[config.mk]
export PLATFORM = sky130hd
export DESIGN_NAME = char_lcd_4bit_interface_sequencer
export DESIGN_NICKNAME = d
export VERILOG_FILES = /design/src/sv/clcd_pkg.sv /design/src/sv/char_lcd_4bit_interface_sequencer.sv /design/src/sv/clcd_front.sv /design/src/sv/clcd_queue.sv /design/src/sv/clcd_back.sv
export VERILOG_INCLUDE_DIRS = /design/src /design/src/sv
export SDC_FILE = /design/constraint.sdc
export NUM_CORES = 1
export LEC_CHECK = 0
export BUFFER_PORTS_ARGS = -buffer_cell sky130_fd_sc_hd__buf_4
export CORE_ASPECT_RATIO = 0.7
export CORE_MARGIN = 5
export CORE_UTILIZATION = 45
export CTS_CLUSTER_DIAMETER = 150
export DETAILED_ROUTE_END_ITERATION = 8
export GPL_TIMING_DRIVEN = 0
export RECOVER_POWER = 50
export SYNTH_ARGS = -nofsm -noshare
export SYNTH_HDL_FRONTEND = slang
export SYNTH_SLANG_ARGS = --single-unit
[constraint.sdc]
create_clock -name clk -period 3.9 [get_ports clk]
set_clock_uncertainty 0.15 [all_clocks]
set_input_delay 0.195 -clock clk [delete_from_list [all_inputs] [get_ports clk]]
set_output_delay 0.195 -clock clk [all_outputs]
set_load 0.02 [all_outputs]
[src/sv/assert_macros.svh]
// Assertion shorthands shared by the RTL of the display interface sequencer.
// Each macro wraps one concurrent assertion clocked on clk.
`ifndef ASSERT_MACROS_SVH
`define ASSERT_MACROS_SVH

// Checked only outside reset.
`define CLCD_ASSERT(lbl, prop, msg) \
  lbl: assert property (@(posedge clk) disable iff (rst) prop) else $error(msg);

// Checked on every edge, reset included.
`define CLCD_ASSERT_ALWAYS(lbl, prop, msg) \
  lbl: assert property (@(posedge clk) prop) else $error(msg);

`endif

[src/sv/clcd_pkg.sv]
`timescale 1ns / 1ps
// Shared types, constants and power-up tables for the display interface sequencer.
// No dependencies; every other file of the block refers to it by scoped name.
package clcd_pkg;

  localparam int COUNTER_WIDTH = 16;
  localparam int QUEUE_DEPTH   = 2;
  localparam int QPTR_W        = (QUEUE_DEPTH > 1) ? $clog2(QUEUE_DEPTH) : 1;
  localparam int QCNT_W        = $clog2(QUEUE_DEPTH + 1);
  localparam int CFG_DATA_W    = 16;
  localparam int CFG_INDEX_W   = 2;
  localparam int INIT_LAST     = 11;

  // Configuration register indexes.
  localparam logic [CFG_INDEX_W-1:0] CFG_SETTLE_WAIT = 2'd0;
  localparam logic [CFG_INDEX_W-1:0] CFG_CLEAR_WAIT  = 2'd1;
  localparam logic [CFG_INDEX_W-1:0] CFG_POWER_WAIT  = 2'd2;

  localparam logic [7:0]  SETTLE_WAIT_RESET = 8'd50;
  localparam logic [11:0] CLEAR_WAIT_RESET  = 12'd1650;
  localparam logic [15:0] POWER_WAIT_RESET  = 16'd20000;

  // Function codes of the input word.
  localparam logic [2:0] FUNC_TICK     = 3'd0;
  localparam logic [2:0] FUNC_INSTR    = 3'd1;
  localparam logic [2:0] FUNC_CHAR     = 3'd2;
  localparam logic [2:0] FUNC_POSITION = 3'd3;
  localparam logic [2:0] FUNC_CLEAR    = 3'd4;
  localparam logic [2:0] FUNC_HOME     = 3'd5;
  localparam logic [2:0] FUNC_INIT     = 3'd6;

  localparam logic [7:0] LINE1_BASE = 8'h80;
  localparam logic [7:0] LINE2_BASE = 8'hC0;
  localparam logic [7:0] CMD_CLEAR  = 8'h01;
  localparam logic [7:0] CMD_HOME   = 8'h02;

  typedef struct packed {
    logic [2:0] func;
    logic [7:0] byte_value;
    logic       line_select;
    logic [5:0] column;
    logic [3:0] bus_nibble;
  } in_word_t;

  typedef struct packed {
    logic       enable_pin;
    logic       select_pin;
    logic       read_pin;
    logic [3:0] data_nibble;
    logic       drive_enable;
    logic       power_pin;
    logic       ready_res;
    logic       command_refused;
  } out_word_t;

  typedef enum logic [1:0] {
    KIND_TICK  = 2'd0,
    KIND_WRITE = 2'd1,
    KIND_INIT  = 2'd2
  } cmd_kind_t;

  // A classified word as it waits in the queue.
  typedef struct packed {
    cmd_kind_t  kind;
    logic [7:0] wr_byte;
    logic       wr_select;
    logic       wr_extra;
    logic [3:0] bus_nibble;
  } cmd_t;

  typedef struct packed {
    logic [QCNT_W-1:0] count;
    logic              empty;
    logic              full;
  } q_status_t;

  // Nibbles of the power-up sequence, including 0x28, 0x01, 0x0C and 0x06.
  function automatic logic [3:0] init_nibble(input logic [3:0] idx);
    logic [3:0] nib;
    unique case (idx)
      4'd0, 4'd1, 4'd2: nib = 4'h3;
      4'd3, 4'd4:       nib = 4'h2;
      4'd5:             nib = 4'h8;
      4'd7:             nib = 4'h1;
      4'd9:             nib = 4'hC;
      4'd11:            nib = 4'h6;
      default:          nib = 4'h0;
    endcase
    return nib;
  endfunction

  // Wait after each power-up nibble, in microseconds.
  function automatic logic [15:0] init_wait(input logic [3:0] idx);
    logic [15:0] w;
    unique case (idx)
      4'd0, 4'd7: w = 16'd5000;
      4'd1:       w = 16'd200;
      default:    w = 16'd80;
    endcase
    return w;
  endfunction

endpackage

[src/sv/char_lcd_4bit_interface_sequencer.sv]
`timescale 1ns / 1ps
// Character display 4-bit interface sequencer, top level. Depends on clcd_pkg,
// clcd_front, clcd_queue, clcd_back and assert_macros.svh.
//
// Each input word is one microsecond tick and yields exactly one output word
// that gives the display pin levels for the coming microsecond, together with
// the ready and refused flags. The block sustains one word per clock while the
// receiver does not stall: the front end decodes a word in the cycle it is
// accepted and places it in a two-entry queue, and the back end runs one
// sequencer step per cycle and registers the resulting word, so a word passes
// through a queue slot and then the output register. The front stalls only
// when the queue is full, and the back only when its output register is held
// by a stalled receiver, so each side can stall on its own. Configuration
// registers are written through a plain write port and should be changed only
// while the block is idle.
`include "assert_macros.svh"

module char_lcd_4bit_interface_sequencer #(
  parameter int COUNTER_WIDTH = clcd_pkg::COUNTER_WIDTH
) (
  input  logic                                clk,
  input  logic                                rst,
  input  logic                                in_valid,
  output logic                                in_stall,
  input  clcd_pkg::in_word_t                  in_word,
  output logic                                out_valid,
  input  logic                                out_stall,
  output clcd_pkg::out_word_t                 out_word,
  input  logic                                cfg_we,
  input  logic [clcd_pkg::CFG_INDEX_W-1:0]    cfg_index,
  input  logic [clcd_pkg::CFG_DATA_W-1:0]     cfg_data
);

  localparam int QD = clcd_pkg::QUEUE_DEPTH;

  logic                q_push;
  logic                q_pop;
  clcd_pkg::cmd_t      q_in_cmd;
  clcd_pkg::cmd_t      q_head_cmd;
  clcd_pkg::q_status_t q_stat;

  // Front end: decode the function code into a command and queue it.
  clcd_front u_front (
    .in_valid (in_valid),
    .in_stall (in_stall),
    .in_word  (in_word),
    .q_full   (q_stat.full),
    .push     (q_push),
    .push_cmd (q_in_cmd)
  );

  // Decoupling queue between the two halves.
  clcd_queue u_queue (
    .clk      (clk),
    .rst      (rst),
    .push     (q_push),
    .push_cmd (q_in_cmd),
    .pop      (q_pop),
    .head_cmd (q_head_cmd),
    .status   (q_stat)
  );

  // Back end: the timed pin sequencer and the output register.
  clcd_back #(
    .COUNTER_WIDTH (COUNTER_WIDTH)
  ) u_back (
    .clk       (clk),
    .rst       (rst),
    .cfg_we    (cfg_we),
    .cfg_index (cfg_index),
    .cfg_data  (cfg_data),
    .head_cmd  (q_head_cmd),
    .q_empty   (q_stat.empty),
    .pop       (q_pop),
    .out_valid (out_valid),
    .out_stall (out_stall),
    .out_word  (out_word)
  );

  // The back end only takes a word that is really waiting in the queue.
  `CLCD_ASSERT(a_pop_not_empty, q_pop |-> !q_stat.empty, "pop from an empty queue")
  // The front end never pushes into a full queue.
  `CLCD_ASSERT(a_push_not_full, q_push |-> !q_stat.full, "push into a full queue")
  // The queue fill never exceeds its depth.
  `CLCD_ASSERT(a_count_bound, q_stat.count <= QD, "queue fill beyond its depth")
  // Reset leaves no word pending at the output.
  `CLCD_ASSERT_ALWAYS(a_reset_clears_out, rst |=> !out_valid, "output valid after reset")

endmodule

[src/sv/clcd_front.sv]
`timescale 1ns / 1ps
// Front end: takes input words, decodes the function code and pushes the
// classified command into the queue. Depends on clcd_pkg.
module clcd_front (
  input  logic                in_valid,
  output logic                in_stall,
  input  clcd_pkg::in_word_t  in_word,
  input  logic                q_full,
  output logic                push,
  output clcd_pkg::cmd_t      push_cmd
);

  logic [7:0] pos_addr;

  // Cursor address wraps modulo 256, so column zero lands just below the base.
  assign pos_addr = (in_word.line_select ? clcd_pkg::LINE2_BASE : clcd_pkg::LINE1_BASE)
                    + {2'b00, in_word.column} - 8'd1;

  assign in_stall = q_full;
  assign push     = in_valid && !q_full;

  always_comb begin
    push_cmd            = '0;
    push_cmd.kind       = clcd_pkg::KIND_TICK;
    push_cmd.bus_nibble = in_word.bus_nibble;
    unique case (in_word.func)
      clcd_pkg::FUNC_INSTR: begin
        push_cmd.kind    = clcd_pkg::KIND_WRITE;
        push_cmd.wr_byte = in_word.byte_value;
      end
      clcd_pkg::FUNC_CHAR: begin
        push_cmd.kind      = clcd_pkg::KIND_WRITE;
        push_cmd.wr_byte   = in_word.byte_value;
        push_cmd.wr_select = 1'b1;
      end
      clcd_pkg::FUNC_POSITION: begin
        push_cmd.kind    = clcd_pkg::KIND_WRITE;
        push_cmd.wr_byte = pos_addr;
      end
      clcd_pkg::FUNC_CLEAR: begin
        push_cmd.kind     = clcd_pkg::KIND_WRITE;
        push_cmd.wr_byte  = clcd_pkg::CMD_CLEAR;
        push_cmd.wr_extra = 1'b1;
      end
      clcd_pkg::FUNC_HOME: begin
        push_cmd.kind     = clcd_pkg::KIND_WRITE;
        push_cmd.wr_byte  = clcd_pkg::CMD_HOME;
        push_cmd.wr_extra = 1'b1;
      end
      clcd_pkg::FUNC_INIT: begin
        push_cmd.kind = clcd_pkg::KIND_INIT;
      end
      default: begin
        push_cmd.kind = clcd_pkg::KIND_TICK;
      end
    endcase
  end

endmodule

[src/sv/clcd_queue.sv]
`timescale 1ns / 1ps
// Short first-in first-out queue of classified commands between the front
// and back ends. Depends on clcd_pkg.
module clcd_queue (
  input  logic                  clk,
  input  logic                  rst,
  input  logic                  push,
  input  clcd_pkg::cmd_t        push_cmd,
  input  logic                  pop,
  output clcd_pkg::cmd_t        head_cmd,
  output clcd_pkg::q_status_t   status
);

  localparam logic [clcd_pkg::QPTR_W-1:0] LAST_SLOT =
    clcd_pkg::QPTR_W'(clcd_pkg::QUEUE_DEPTH - 1);
  localparam logic [clcd_pkg::QCNT_W-1:0] FULL_COUNT =
    clcd_pkg::QCNT_W'(clcd_pkg::QUEUE_DEPTH);

  clcd_pkg::cmd_t                slots [clcd_pkg::QUEUE_DEPTH];
  logic [clcd_pkg::QPTR_W-1:0]   wr_ptr;
  logic [clcd_pkg::QPTR_W-1:0]   rd_ptr;
  logic [clcd_pkg::QCNT_W-1:0]   count;

  assign head_cmd     = slots[rd_ptr];
  assign status.count = count;
  assign status.empty = (count == '0);
  assign status.full  = (count == FULL_COUNT);

  always_ff @(posedge clk) begin
    if (push) begin
      slots[wr_ptr] <= push_cmd;
    end
  end

  always_ff @(posedge clk) begin
    if (rst) begin
      wr_ptr <= '0;
      rd_ptr <= '0;
      count  <= '0;
    end else begin
      if (push) begin
        wr_ptr <= (wr_ptr == LAST_SLOT) ? '0 : wr_ptr + 1'b1;
      end
      if (pop) begin
        rd_ptr <= (rd_ptr == LAST_SLOT) ? '0 : rd_ptr + 1'b1;
      end
      if (push && !pop) begin
        count <= count + 1'b1;
      end else if (pop && !push) begin
        count <= count - 1'b1;
      end
    end
  end

endmodule

[src/sv/clcd_back.sv]
`timescale 1ns / 1ps
// Back end: the microsecond sequencer that drives the display pins, the
// configuration registers and the output register. Depends on clcd_pkg.
module clcd_back #(
  parameter int COUNTER_WIDTH = clcd_pkg::COUNTER_WIDTH
) (
  input  logic                                clk,
  input  logic                                rst,
  input  logic                                cfg_we,
  input  logic [clcd_pkg::CFG_INDEX_W-1:0]    cfg_index,
  input  logic [clcd_pkg::CFG_DATA_W-1:0]     cfg_data,
  input  clcd_pkg::cmd_t                      head_cmd,
  input  logic                                q_empty,
  output logic                                pop,
  output logic                                out_valid,
  input  logic                                out_stall,
  output clcd_pkg::out_word_t                 out_word
);

  localparam int CW = COUNTER_WIDTH;
  localparam int WW = (CW > 16) ? CW : 16;

  typedef enum logic [12:0] {
    ST_IDLE       = 13'b0000000000001,
    ST_POWER      = 13'b0000000000010,
    ST_INIT_PULSE = 13'b0000000000100,
    ST_INIT_WAIT  = 13'b0000000001000,
    ST_FPOLL_HI   = 13'b0000000010000,
    ST_FPOLL_LO   = 13'b0000000100000,
    ST_POLL_HI    = 13'b0000001000000,
    ST_POLL_LO    = 13'b0000010000000,
    ST_HI_PULSE   = 13'b0000100000000,
    ST_HI_WAIT    = 13'b0001000000000,
    ST_LO_PULSE   = 13'b0010000000000,
    ST_LO_WAIT    = 13'b0100000000000,
    ST_EXTRA      = 13'b1000000000000
  } seq_state_t;

  // Pin register layout: data nibble, E, RS, RW, power.
  localparam int PIN_E   = 4;
  localparam int PIN_RS  = 5;
  localparam int PIN_RW  = 6;
  localparam int PIN_PWR = 7;

  seq_state_t      state, state_next;
  logic [3:0]      init_idx, init_idx_next;
  logic [CW-1:0]   counter, counter_next;
  logic [7:0]      pend_byte, pend_byte_next;
  logic            pend_sel, pend_sel_next;
  logic            pend_extra, pend_extra_next;
  logic [7:0]      pins, pins_next;
  logic [7:0]      settle_wait;
  logic [11:0]     clear_wait;
  logic [15:0]     power_wait;

  logic [CW-1:0]   cnt_dec;
  logic            done;
  logic            refused;
  clcd_pkg::out_word_t word_next;

  // Zero waits last one tick; waits beyond the counter saturate.
  function automatic logic [CW-1:0] clamp_wait(input logic [15:0] w);
    logic [WW-1:0] wx;
    logic [CW-1:0] r;
    wx = WW'(w);
    if (w == 16'd0) begin
      r = CW'(1);
    end else if (wx > WW'({CW{1'b1}})) begin
      r = '1;
    end else begin
      r = CW'(wx);
    end
    return r;
  endfunction

  assign pop     = !q_empty && (!out_valid || !out_stall);
  assign cnt_dec = (counter != '0) ? counter - 1'b1 : '0;
  assign done    = (cnt_dec == '0);

  always_comb begin
    state_next      = state;
    init_idx_next   = init_idx;
    counter_next    = counter;
    pend_byte_next  = pend_byte;
    pend_sel_next   = pend_sel;
    pend_extra_next = pend_extra;
    pins_next       = pins;
    refused         = 1'b0;

    if (state == ST_IDLE) begin
      unique case (head_cmd.kind)
        clcd_pkg::KIND_WRITE: begin
          pend_byte_next  = head_cmd.wr_byte;
          pend_sel_next   = head_cmd.wr_select;
          pend_extra_next = head_cmd.wr_extra;
          pins_next       = {pins[PIN_PWR], 1'b1, 1'b0, 1'b1, pins[3:0]};
          counter_next    = '0;
          state_next      = ST_POLL_HI;
        end
        clcd_pkg::KIND_INIT: begin
          pins_next    = 8'h80;
          counter_next = clamp_wait(power_wait);
          state_next   = ST_POWER;
        end
        default: begin
        end
      endcase
    end else begin
      refused = (head_cmd.kind != clcd_pkg::KIND_TICK);
      unique case (state)
        ST_POWER: begin
          counter_next = cnt_dec;
          if (done) begin
            init_idx_next = 4'd0;
            pins_next     = {pins[PIN_PWR], 3'b001, clcd_pkg::init_nibble(4'd0)};
            counter_next  = CW'(2);
            state_next    = ST_INIT_PULSE;
          end
        end
        ST_INIT_PULSE: begin
          counter_next = cnt_dec;
          if (done) begin
            pins_next[PIN_E] = 1'b0;
            counter_next     = clamp_wait(clcd_pkg::init_wait(init_idx));
            state_next       = ST_INIT_WAIT;
          end
        end
        ST_INIT_WAIT: begin
          counter_next = cnt_dec;
          if (done) begin
            if (init_idx != 4'(clcd_pkg::INIT_LAST)) begin
              init_idx_next = init_idx + 4'd1;
              pins_next     = {pins[PIN_PWR], 3'b001,
                               clcd_pkg::init_nibble(init_idx + 4'd1)};
              counter_next  = CW'(2);
              state_next    = ST_INIT_PULSE;
            end else begin
              pins_next    = {pins[PIN_PWR], 1'b1, 1'b0, 1'b1, pins[3:0]};
              counter_next = '0;
              state_next   = ST_FPOLL_HI;
            end
          end
        end
        ST_FPOLL_HI, ST_POLL_HI: begin
          // Counter holds the sampled busy flag for the low half of the poll.
          pins_next[PIN_E] = 1'b0;
          counter_next     = CW'(head_cmd.bus_nibble[3]);
          state_next       = (state == ST_FPOLL_HI) ? ST_FPOLL_LO : ST_POLL_LO;
        end
        ST_FPOLL_LO: begin
          if (counter != '0) begin
            pins_next    = {pins[PIN_PWR], 1'b1, 1'b0, 1'b1, pins[3:0]};
            counter_next = '0;
            state_next   = ST_FPOLL_HI;
          end else begin
            pins_next[PIN_E] = 1'b0;
            counter_next     = '0;
            state_next       = ST_IDLE;
          end
        end
        ST_POLL_LO: begin
          if (counter != '0) begin
            pins_next    = {pins[PIN_PWR], 1'b1, 1'b0, 1'b1, pins[3:0]};
            counter_next = '0;
            state_next   = ST_POLL_HI;
          end else begin
            pins_next    = {pins[PIN_PWR], 1'b0, pend_sel, 1'b1, pend_byte[7:4]};
            counter_next = CW'(2);
            state_next   = ST_HI_PULSE;
          end
        end
        ST_HI_PULSE: begin
          counter_next = cnt_dec;
          if (done) begin
            pins_next[PIN_E] = 1'b0;
            counter_next     = clamp_wait({8'd0, settle_wait});
            state_next       = ST_HI_WAIT;
          end
        end
        ST_HI_WAIT: begin
          counter_next = cnt_dec;
          if (done) begin
            pins_next    = {pins[PIN_PWR], 1'b0, pend_sel, 1'b1, pend_byte[3:0]};
            counter_next = CW'(2);
            state_next   = ST_LO_PULSE;
          end
        end
        ST_LO_PULSE: begin
          counter_next = cnt_dec;
          if (done) begin
            pins_next[PIN_E] = 1'b0;
            counter_next     = clamp_wait({8'd0, settle_wait});
            state_next       = ST_LO_WAIT;
          end
        end
        ST_LO_WAIT: begin
          counter_next = cnt_dec;
          if (done) begin
            pins_next[PIN_E] = 1'b0;
            if (pend_extra) begin
              counter_next = clamp_wait({4'd0, clear_wait});
              state_next   = ST_EXTRA;
            end else begin
              counter_next = '0;
              state_next   = ST_IDLE;
            end
          end
        end
        ST_EXTRA: begin
          counter_next = cnt_dec;
          if (done) begin
            pins_next[PIN_E] = 1'b0;
            counter_next     = '0;
            state_next       = ST_IDLE;
          end
        end
        default: begin
          pins_next[PIN_E] = 1'b0;
          counter_next     = '0;
          state_next       = ST_IDLE;
        end
      endcase
    end

    word_next.enable_pin      = pins_next[PIN_E];
    word_next.select_pin      = pins_next[PIN_RS];
    word_next.read_pin        = pins_next[PIN_RW];
    word_next.data_nibble     = pins_next[3:0];
    word_next.drive_enable    = pins_next[PIN_PWR] && !pins_next[PIN_RW];
    word_next.power_pin       = pins_next[PIN_PWR];
    word_next.ready_res       = (state_next == ST_IDLE);
    word_next.command_refused = refused;
  end

  always_ff @(posedge clk) begin
    if (rst) begin
      settle_wait <= clcd_pkg::SETTLE_WAIT_RESET;
      clear_wait  <= clcd_pkg::CLEAR_WAIT_RESET;
      power_wait  <= clcd_pkg::POWER_WAIT_RESET;
    end else if (cfg_we) begin
      unique case (cfg_index)
        clcd_pkg::CFG_SETTLE_WAIT: settle_wait <= cfg_data[7:0];
        clcd_pkg::CFG_CLEAR_WAIT:  clear_wait  <= cfg_data[11:0];
        clcd_pkg::CFG_POWER_WAIT:  power_wait  <= cfg_data;
        default: begin
        end
      endcase
    end
  end

  always_ff @(posedge clk) begin
    if (rst) begin
      state      <= ST_IDLE;
      init_idx   <= '0;
      counter    <= '0;
      pend_byte  <= '0;
      pend_sel   <= 1'b0;
      pend_extra <= 1'b0;
      pins       <= '0;
      out_valid  <= 1'b0;
    end else begin
      if (pop) begin
        state      <= state_next;
        init_idx   <= init_idx_next;
        counter    <= counter_next;
        pend_byte  <= pend_byte_next;
        pend_sel   <= pend_sel_next;
        pend_extra <= pend_extra_next;
        pins       <= pins_next;
        out_valid  <= 1'b1;
      end else if (!out_stall) begin
        out_valid <= 1'b0;
      end
    end
  end

  always_ff @(posedge clk) begin
    if (pop) begin
      out_word <= word_next;
    end
  end

endmodule

; ---- After elaboration in Yosys (flattened, before gate mapping)
; Memories as Yosys holds them, arrays and structs flattened. A register that Yosys moved wholly into a read port is not among the register bits.
; Cells that the tools add are included.
; W data, S select, Z words.
[totals]
register_bits = 103
output_inout_bits = 13
latch_bits = 0
memories = 2
rom_bits = 64
wordCells = 178
inputBits = 45
ramBits = 32
[memory_table]
columns = memory, words, word_bits, rd, rd_ports_with_merged_regs, wr, line
row1 = (name not given), 16, 4, 1, 0, 0, clcd_pkg.sv:80  ; unique case (idx)
row2 = u_queue.slots, 2, 16, 1, 1, 1, clcd_queue.sv:19  ; clcd_pkg::cmd_t slots [clcd_pkg::QUEUE_DEPTH];
[classes]
n_bitwise = 1
muxes = 71
n_mul = 0
eq_ne = 33
div = 0
reduce_logical = 39
n_lt_le_gt_ge = 2
shifts = 0
add_sub_neg = 8
[ops]
columns = op, n
row1 = $mux W16, 15
row2 = $pmux W13 S11, 1
row3 = $mux W13, 10
row4 = $pmux W16 S8, 1
row5 = $pmux W13 S2, 2
row6 = $logic_not A16 Y1, 3
row7 = $mux W7, 6
row8 = $gt A16 B16 Y1 const B, 2
row9 = $pmux W16 S2, 1
row10 = $pmux W8 S4, 1
row11 = $eq A13 B1 Y1 const B, 2
row12 = $mux W12, 2
row13 = $mux W8, 3
row14 = $pmux W4 S4, 1
row15 = $pmux W8 S2, 1
row16 = $reduce_bool A16 Y1, 1
row17 = $sub A16 B1 Y16 const B, 1
row18 = $eq A13 B10 Y1 const B, 1
row19 = $eq A13 B11 Y1 const B, 1
row20 = $eq A13 B12 Y1 const B, 1
row21 = $eq A13 B13 Y1 const B, 1
row22 = $eq A13 B2 Y1 const B, 1
row23 = $eq A13 B3 Y1 const B, 1
row24 = $eq A13 B4 Y1 const B, 1
row25 = 44 further kinds, 94

; ---- Longest topological paths before layout
; Gate-level depths: netlist of the first run.
[logic_depth]
depth_word = 12
ltp_mapped = 13
ltp_nobuf = 11

; ---- Hierarchy
; Synthesis of the first run repeated with hierarchy kept, for this count alone.
[unflattened]
cells_unflattened = 885
area_unflattened_um2 = 7563.5
[by_module_without_submodules]
columns = module, area_per_inst_um2, cells_per_inst, n_inst
row1 = clcd_back, 5809.3, 754, 1
row2 = clcd_queue, 1361.3, 72, 1
row3 = clcd_front, 392.9, 59, 1

; ---- Worst setup path after synthesis of the first run
; No wires, ideal clock.
[synth_path]
path_kind = register -> register
from = register (tool-made name)
to = register u_back.out_word[5] (netlist name)
t_required_ps = 3491
path_stages_with_launch = 12
setup_time_ps = 259
t_arrival_ps = 2690
path_slack_ps = 801
path_cell_list = dfxtp_1 -> clkbuf_1 -> buf_1 -> mux2i_1 -> ha_1 -> clkbuf_1 -> nand2_1 -> nand2_1 -> nand2_1 -> o31a_1 -> a311o_1 -> or2_1

; ---- Worst setup path in the final report of the first run
[layout_path]
from = register u_back.counter[0]
to = register u_back.out_word[6] (netlist name)
[layout_via]
elab_chain_len = 6
elab_cells_between_ends = 10
classes_between = add/sub (1) / mux (7) / reduce/logical (2)
[layout_lines]
columns = element, line
row1 = "start, declared", clcd_back.sv:47  ; logic [CW-1:0] counter, counter_next;
row2 = "start signal, assigned", clcd_back.sv:265  ; counter <= counter_next;
row3 = $sub A16 B1 Y16 or $reduce_bool A16 Y1 (tied branches), "clcd_back.sv:77, clcd_back.sv:162"
row4 = $mux W16, clcd_back.sv:77  ; assign cnt_dec = (counter != '0) ? counter - 1'b1 : '0;
row5 = $logic_not A16 Y1, clcd_back.sv:78  ; assign done = (cnt_dec == '0);
row6 = "$mux W7, on equally long branches", "clcd_back.sv:182, clcd_back.sv:113, clcd_back.sv:130"
row7 = $pmux W4 S4 (*), clcd_back.sv:110  ; unique case (state)
row8 = $mux W8 (*), clcd_back.sv:90  ; if (state == ST_IDLE) begin
row9 = via u_back.pins_next[2], clcd_back.sv:51  ; logic [7:0] pins, pins_next;
; Mark *: on every way through the listed nets, which the timed path passes. The rest lies on a longest branch.
; A chain may end at the register's enable or synchronous reset.

==> flow_summary.json, run 1 <==
{
  "cts_buffers": 17,
  "ff2ff_path_depth": 11,
  "critPathKind": "flip-flop to flip-flop",
  "wl_mm": 22.9,
  "max_slew.worst_pin.slew_ns": 1.14,
  "htree_levels": 4,
  "clockBufferDepth": 2,
  "fmax_ghz": 0.281,
  "place_hpwl_mm": 17.0,
  "initial_utilization_pct": 45.3,
  "fin_nets": 1011,
  "routedWlPerCell_um": 19.6,
  "gr-total-overflow": 0,
  "clock_sinks": 130,
  "synth-edff-count": 37,
  "critPathMaxStageDelay_ns": 0.53,
  "grt_pass1_wl_mm": 36.3,
  "core_area_um2": 16100,
  "die_area_um2": 18900,
  "gp_congestion": 0.991,
  "diodes": 0,
  "hold_class": "input pin to flip-flop",
  "power_leakage_nw": 3.25,
  "postRouteAntennaNets": 0,
  "clk_latency_ns": 0.42,
  "firstDrtPassIters": 5,
  "path_buf_inv": 3,
  "drc": 0,
  "setup-tns-final_ns": 0,
  "areaGrowthSynthToFinish_pct": 19.3,
  "cts-root-buf": "clkbuf_16",
  "synth_cell_type_count": 78,
  "ys.flop_type": "dfxtp_1",
  "vias": 6878,
  "critical-path-top-delay-family": "simple AND/OR/NAND/NOR gates",
  "numPortBuffers": 53,
  "drive_above_1_share_pct": 12.2,
  "synth-seq-cells": 130,
  "grt_max_degree": 21,
  "rr_startpoint": "u_back.counter[0]",
  "syn_area_per_cell_um2": 8.48,
  "maxSlewViolCount": 0,
  "maxSlewHeadroom_pct": 23.7,
  "worstPathMaxFanout": 10,
  "synth_cells": 861,
  "crit_required_ns": 3.86,
  "syn_nets": 918,
  "timing.rr.end": "u_back.out_word[6]",
  "syn_area_um2": 7300,
  "end_kind": "flip-flop",
  "worst_path_max_delay_cell": "nor2_1",
  "finalCritPeriodShare_pct": 91.3,
  "gr-usage-all-layers_pct": 24.9,
  "endpoint": "u_back.out_word[6]",
  "final.min_clock_period_ns": 3.56,
  "reg2reg_slack_ns": 0.34,
  "final-setup-viol-count": 0,
  "num_rows": 39,
  "synth_seq_area_share_pct": 40.7,
  "cp.depth": 11,
  "cp-startpoint": "u_back.counter[0]",
  "die_h_um": 117,
  "holdPathStages": 2,
  "tritoncts": "done",
  "critPathLaunchType": "flip-flop",
  "rsz0062_at_grt": "no",
  "clkTransAtPathRegs_ns": 0.06,
  "viasPerCell": 5.87,
  "worstPathCellList": "inv_1 -> ha_1 -> nor2b_2 -> nand2_2 -> or3_1 -> clkbuf_1 -> buf_2 -> nor2_1 -> nor3_1 -> a211oi_1 -> o22ai_1",
  "crit_arrival_ns": 3.52,
  "fillers": 1560,
  "io_pins": 58,
  "antenna_found_initial": 0,
  "status": "complete, no violations",
  "hold_violations": 0,
  "drt_iter0_markers": 766,
  "grt_pass1_vias": 6438,
  "die_w_um": 162,
  "pwr_density_cell_nw_per_um2": 766,
  "vdd_ir_drop_max_v": 0.000321,
  "max_cap_viol_count": 0,
  "async_flop_share_pct": 0,
  "synth_warnings": 0,
  "fin_util_pct": 54.1
}
logic make-up (layout without fill, tap and decap cells):
family / count (synthesis) / after routing / share of synthesized area [%]
AOI/OAI and AO/OA: 201 / 201 / 18.2
DFF: 130 / 130 / 40.7
and+or+nand+nor: 379 / 379 / 26.6
xor gates and xnor gates: 31 / 31 / 3.72
buffers and inverters: 80 / 186 / 4.80
adders and majority gates: 12 / 12 / 2.06
muxes: 28 / 28 / 3.86
worst reg2reg max path, cell delays in order (launching register included):
cell	delay (ns)
dfxtp_1	0.35
inv_1	0.10
ha_1	0.20
nor2b_2	0.33
nand2_2	0.16
or3_1	0.39
clkbuf_1	0.18
buf_2	0.24
nor2_1	0.53
nor3_1	0.11
a211oi_1	0.30
o22ai_1	0.21
cells in the final DEF (no fill, tap or decap), types with 5 or more instances in the layout:
master         instances
nor4b_1                5
ha_1                  12
dlygate4sd3_1         21
a221oi_1               7
nand3b_1              14
o22ai_1                5
a31oi_1                7
nand4_1               10
mux2i_1               27
clkbuf_16             17
o211ai_1               5
inv_1                 17
and3_1                 7
dfxtp_1               93
xnor2_1               14
nor2b_1                6
buf_4                 40
nand2_1              113
inv_6                  7
nor4_1                13
nor3_1                31
nor2_1               102
nand2b_1               7
clkbuf_1              55
or3_1                  5
and2_1                 8
nand3_1               19
xor2_1                17
buf_2                 14
a211oi_1              22
a21oi_1               71
edfxtp_1              37
o21ai_0               36
a22oi_1                9
final cells by class:
class,instances,area (um2),share of cell area (%)
inverters,18,67.6,0.776
multi-input cells,651,3980,45.7
plain buffers,62,285,3.28
repair buffers,74,548,6.29
well taps,205,256,2.95
clock inverters,15,169,1.94
clock buffers,17,425,4.89
flip-flops and latches,130,2970,34.1
sequential cells by signal, indices dropped and copies added (netlist names), 2 cells and up, named ones only:
signal and count:
u_back.init_idx 4, u_back.power_wait 16, u_back.counter 16, u_back.clear_wait 12, u_back.state 13, u_back.out_word 11, u_queue.count 2, u_back.settle_wait 8
u_back.pins 8, u_queue.slots 26, u_back.pend_byte 8
synthesized netlist by cell type, types with 14 or more instances:
cell type	count	area (um2)
xnor2_1	14	123
nor2_1	103	387
a21oi_1	71	355
nor3_1	31	155
nand3_1	19	95.1
nand2_1	113	424
clkbuf_1	37	139
inv_1	17	63.8
xor2_1	17	149
dfxtp_1	93	1860
a211oi_1	22	165
o21ai_0	36	180
edfxtp_1	37	1110
mux2i_1	27	270
nand3b_1	14	105
where the power goes:
group          total [mW]  switching, mW  leakage [nW]  internal, mW
Clock                1.62          0.664         0.291         0.961
Combinational        3.13           2.10          1.84          1.03
Sequential           1.92          0.202          1.11          1.72
Total                6.67           2.97          3.25          3.71
how the worst min path moves through the flow:
| stage | slack [ns] | end | start |
|---|---|---|---|
| 6_report | 0.03 | u_queue.slots[1][15] | in_word[21] |
| 5_1_grt | 0.03 | u_queue.slots[1][15] | in_word[21] |
| 4_1_cts | 0.009 | u_back.clear_wait[2] | cfg_we |
| 3_5_place_dp | 0.24 | u_queue.slots[1][3] | in_word[3] |
| 3_3_place_gp | 0.24 | u_queue.slots[0][3] | in_word[3] |
| 2_1_floorplan | 0.14 | u_queue.slots[0][3] | in_word[3] |
metal layers:
layer | share of wire [%] | global-route usage [%]
met1 | 50 | 37.8
met4 | 1.2 | 5.63
met2 | 41 | 35.4
met3 | 8.0 | 6.35
met5 | 0 | 0
metrics by stage:
stage	cell area (um2)	instances	hold WS [ns]	setup slack, ns	power [mW]
3_3_place_gp	7960	1119	0.235	-0.0437	5.00
3_5_place_dp	7960	1119	0.238	-0.0617	5.01
5_1_grt	8710	1172	0.0313	0.117	7.07
6_report	8710	1172	0.0259	0.339	6.67
4_1_cts	8760	1172	0.00871	0.210	6.67
2_1_floorplan	7300	861	0.144	0.801	4.08
repair_timing:
action                     CTS  global route
setup endpoints to repair    3             5
resized for setup            1             4
hold endpoints to repair    43             0
hold buffers                21             0
setup buffers                0             0
(Power assumes the default switching activity.)
==> inputs of run 2 (changes only) <==
--- a/config.mk
+++ b/config.mk
@@ -13,7 +13,7 @@
 export CTS_CLUSTER_DIAMETER = 150
 export DETAILED_ROUTE_END_ITERATION = 8
 export GPL_TIMING_DRIVEN = 0
-export RECOVER_POWER = 50
+export RECOVER_POWER = 25
 export SYNTH_ARGS = -nofsm -noshare
 export SYNTH_HDL_FRONTEND = slang
 export SYNTH_SLANG_ARGS = --single-unit
==> flow_summary.json, run 2 (same netlist as run 1, synthesis figures left out) <==
{
  "status": "complete, no violations",
  "max_slew.worst_pin.slew_ns": 1.15,
  "tritoncts": "done",
  "htree_levels": 4,
  "pwr_density_cell_nw_per_um2": 766,
  "fillers": 1558,
  "clockBufferDepth": 2,
  "top_layer": "met4",
  "multiInputGateArea_um2": 3980,
  "routed-wl-met2_mm": 9.25,
  "maxSlewHeadroom_pct": 23.5,
  "initial_utilization_pct": 45.3,
  "top_regs": "u_queue.slots (26), u_back.counter (16), u_back.power_wait (16)",
  "hold_violations": 0,
  "die_h_um": 117,
  "die_area_um2": 18900,
  "power_leakage_nw": 3.25,
  "viasPerCell": 5.88,
  "max_cap_viol_count": 0,
  "critPathLaunchType": "flip-flop",
  "met3_length_mm": 2.04,
  "fin_area_um2": 8710,
  "fmax_ghz": 0.283,
  "vias": 6891,
  "place_hpwl_mm": 17.0,
  "io_pins": 58,
  "wl_mm": 22.9,
  "post_cts_buffers": 0,
  "firstDrtPassIters": 5,
  "gr-total-overflow": 0,
  "final.min_clock_period_ns": 3.53,
  "numPortBuffers": 53,
  "rsz0062_at_grt": "no",
  "drt_iter0_markers": 786,
  "holdPathStages": 2,
  "place_area_um2": 7960,
  "finalCritPeriodShare_pct": 90.6,
  "clock_sinks": 130,
  "layout_common_cells": "113 x nand2_1, 102 x nor2_1, 93 x dfxtp_1, 71 x a21oi_1, 51 x clkbuf_1",
  "grt_pass1_vias": 6438,
  "seqCellArea_um2": 2970,
  "drive_above_1_share_pct": 12.3,
  "maxSlewViolCount": 0,
  "hold_slack_ns": 0.0255,
  "p_total_mw": 6.67,
  "core_area_um2": 16100,
  "worstPathMaxFanout": 10,
  "final-setup-viol-count": 0,
  "crit_arrival_ns": 3.50,
  "grt_pass1_wl_mm": 36.3,
  "gp_congestion": 0.991,
  "hold_class": "input pin to flip-flop",
  "largest_reg_flops": 26,
  "clkTransAtPathRegs_ns": 0.06,
  "vdd_ir_drop_max_v": 0.000321,
  "routedWlPerCell_um": 19.5,
  "num_rows": 39,
  "setup-tns-final_ns": 0,
  "met1_length_mm": 11.3,
  "cts-root-buf": "clkbuf_16",
  "cts_buffers": 17,
  "areaGrowthSynthToFinish_pct": 19.3,
  "drc": 0,
  "crit_required_ns": 3.86,
  "postRouteAntennaNets": 0,
  "fin_nets": 1011,
  "die_w_um": 162,
  "regMostFlops": "u_queue.slots",
  "gr-usage-all-layers_pct": 24.9,
  "end_kind": "flip-flop",
  "ff2ff_path_depth": 11,
  "antenna_found_initial": 0,
  "critPathKind": "flip-flop to flip-flop",
  "grt_max_degree": 21,
  "final_common_cell": "nand2_1",
  "diodes": 0,
  "clk_latency_ns": 0.42
}
## run 2: cell count changes in the layout (fill, tap and decap cells not counted)
cell / change
buf_1: +3
buf_4: +1
clkbuf_1: -4
## run 2: report_power, final
group	switching (mW)	total [mW]	internal, mW	leakage (nW)
combinational	2.10	3.13	1.03	1.85
sequential	0.200	1.92	1.72	1.11
clock	0.665	1.63	0.961	0.291
total	2.96	6.67	3.71	3.25
## run 2: area by class of cell
class	instances	share of cell area, %
multi-input cells	651	45.7
flip-flops and latches	130	34.1
repair buffers	74	6.33
clock buffers	17	4.88
plain buffers	62	3.27
well taps	205	2.94
clock inverters	15	1.94
inverters	18	0.776
## run 2: worst paths after layout
check                         end                  from  slack, ns
max reg2reg    u_back.out_word[6]     u_back.counter[0]       0.37
max            u_back.out_word[6]     u_back.counter[0]       0.37
min reg2reg  u_back.clear_wait[0]  u_back.clear_wait[0]       0.32
min          u_queue.slots[1][15]           in_word[21]       0.03
## run 2: critical path, cell delays in order, from the launching register on
cell,delay (ns)
dfxtp_1,0.35
inv_1,0.10
ha_1,0.20
nor2b_2,0.33
nand2_2,0.16
or3_1,0.39
clkbuf_1,0.17
buf_2,0.24
nor2_1,0.51
nor3_1,0.11
a211oi_1,0.30
o22ai_1,0.20
## run 2: per-layer routing
metal,up-vias,track usage [%]
met1,3259,37.8
met4,0,5.63
met3,35,6.35
li1,3296,-
met2,301,35.4
met5,-,0
## run 2: timing repair
item / CTS / global route
hold buffers: 21 / 0
endpoints found under the setup margin: 3 / 5
pin swaps: 0 / 0
hold endpoints to repair: 43 / 0
cloned: 0 / 0
resized for setup: 1 / 4
## run 2: per-stage QoR
stage               cells  util [%]  setup WS, ns
global route         1172      54.1         0.117
finish               1172      54.1         0.367
global placement     1119      49.4       -0.0437
CTS                  1172      54.4         0.210
floorplan             861         -         0.801
detailed placement   1119      49.4       -0.0617
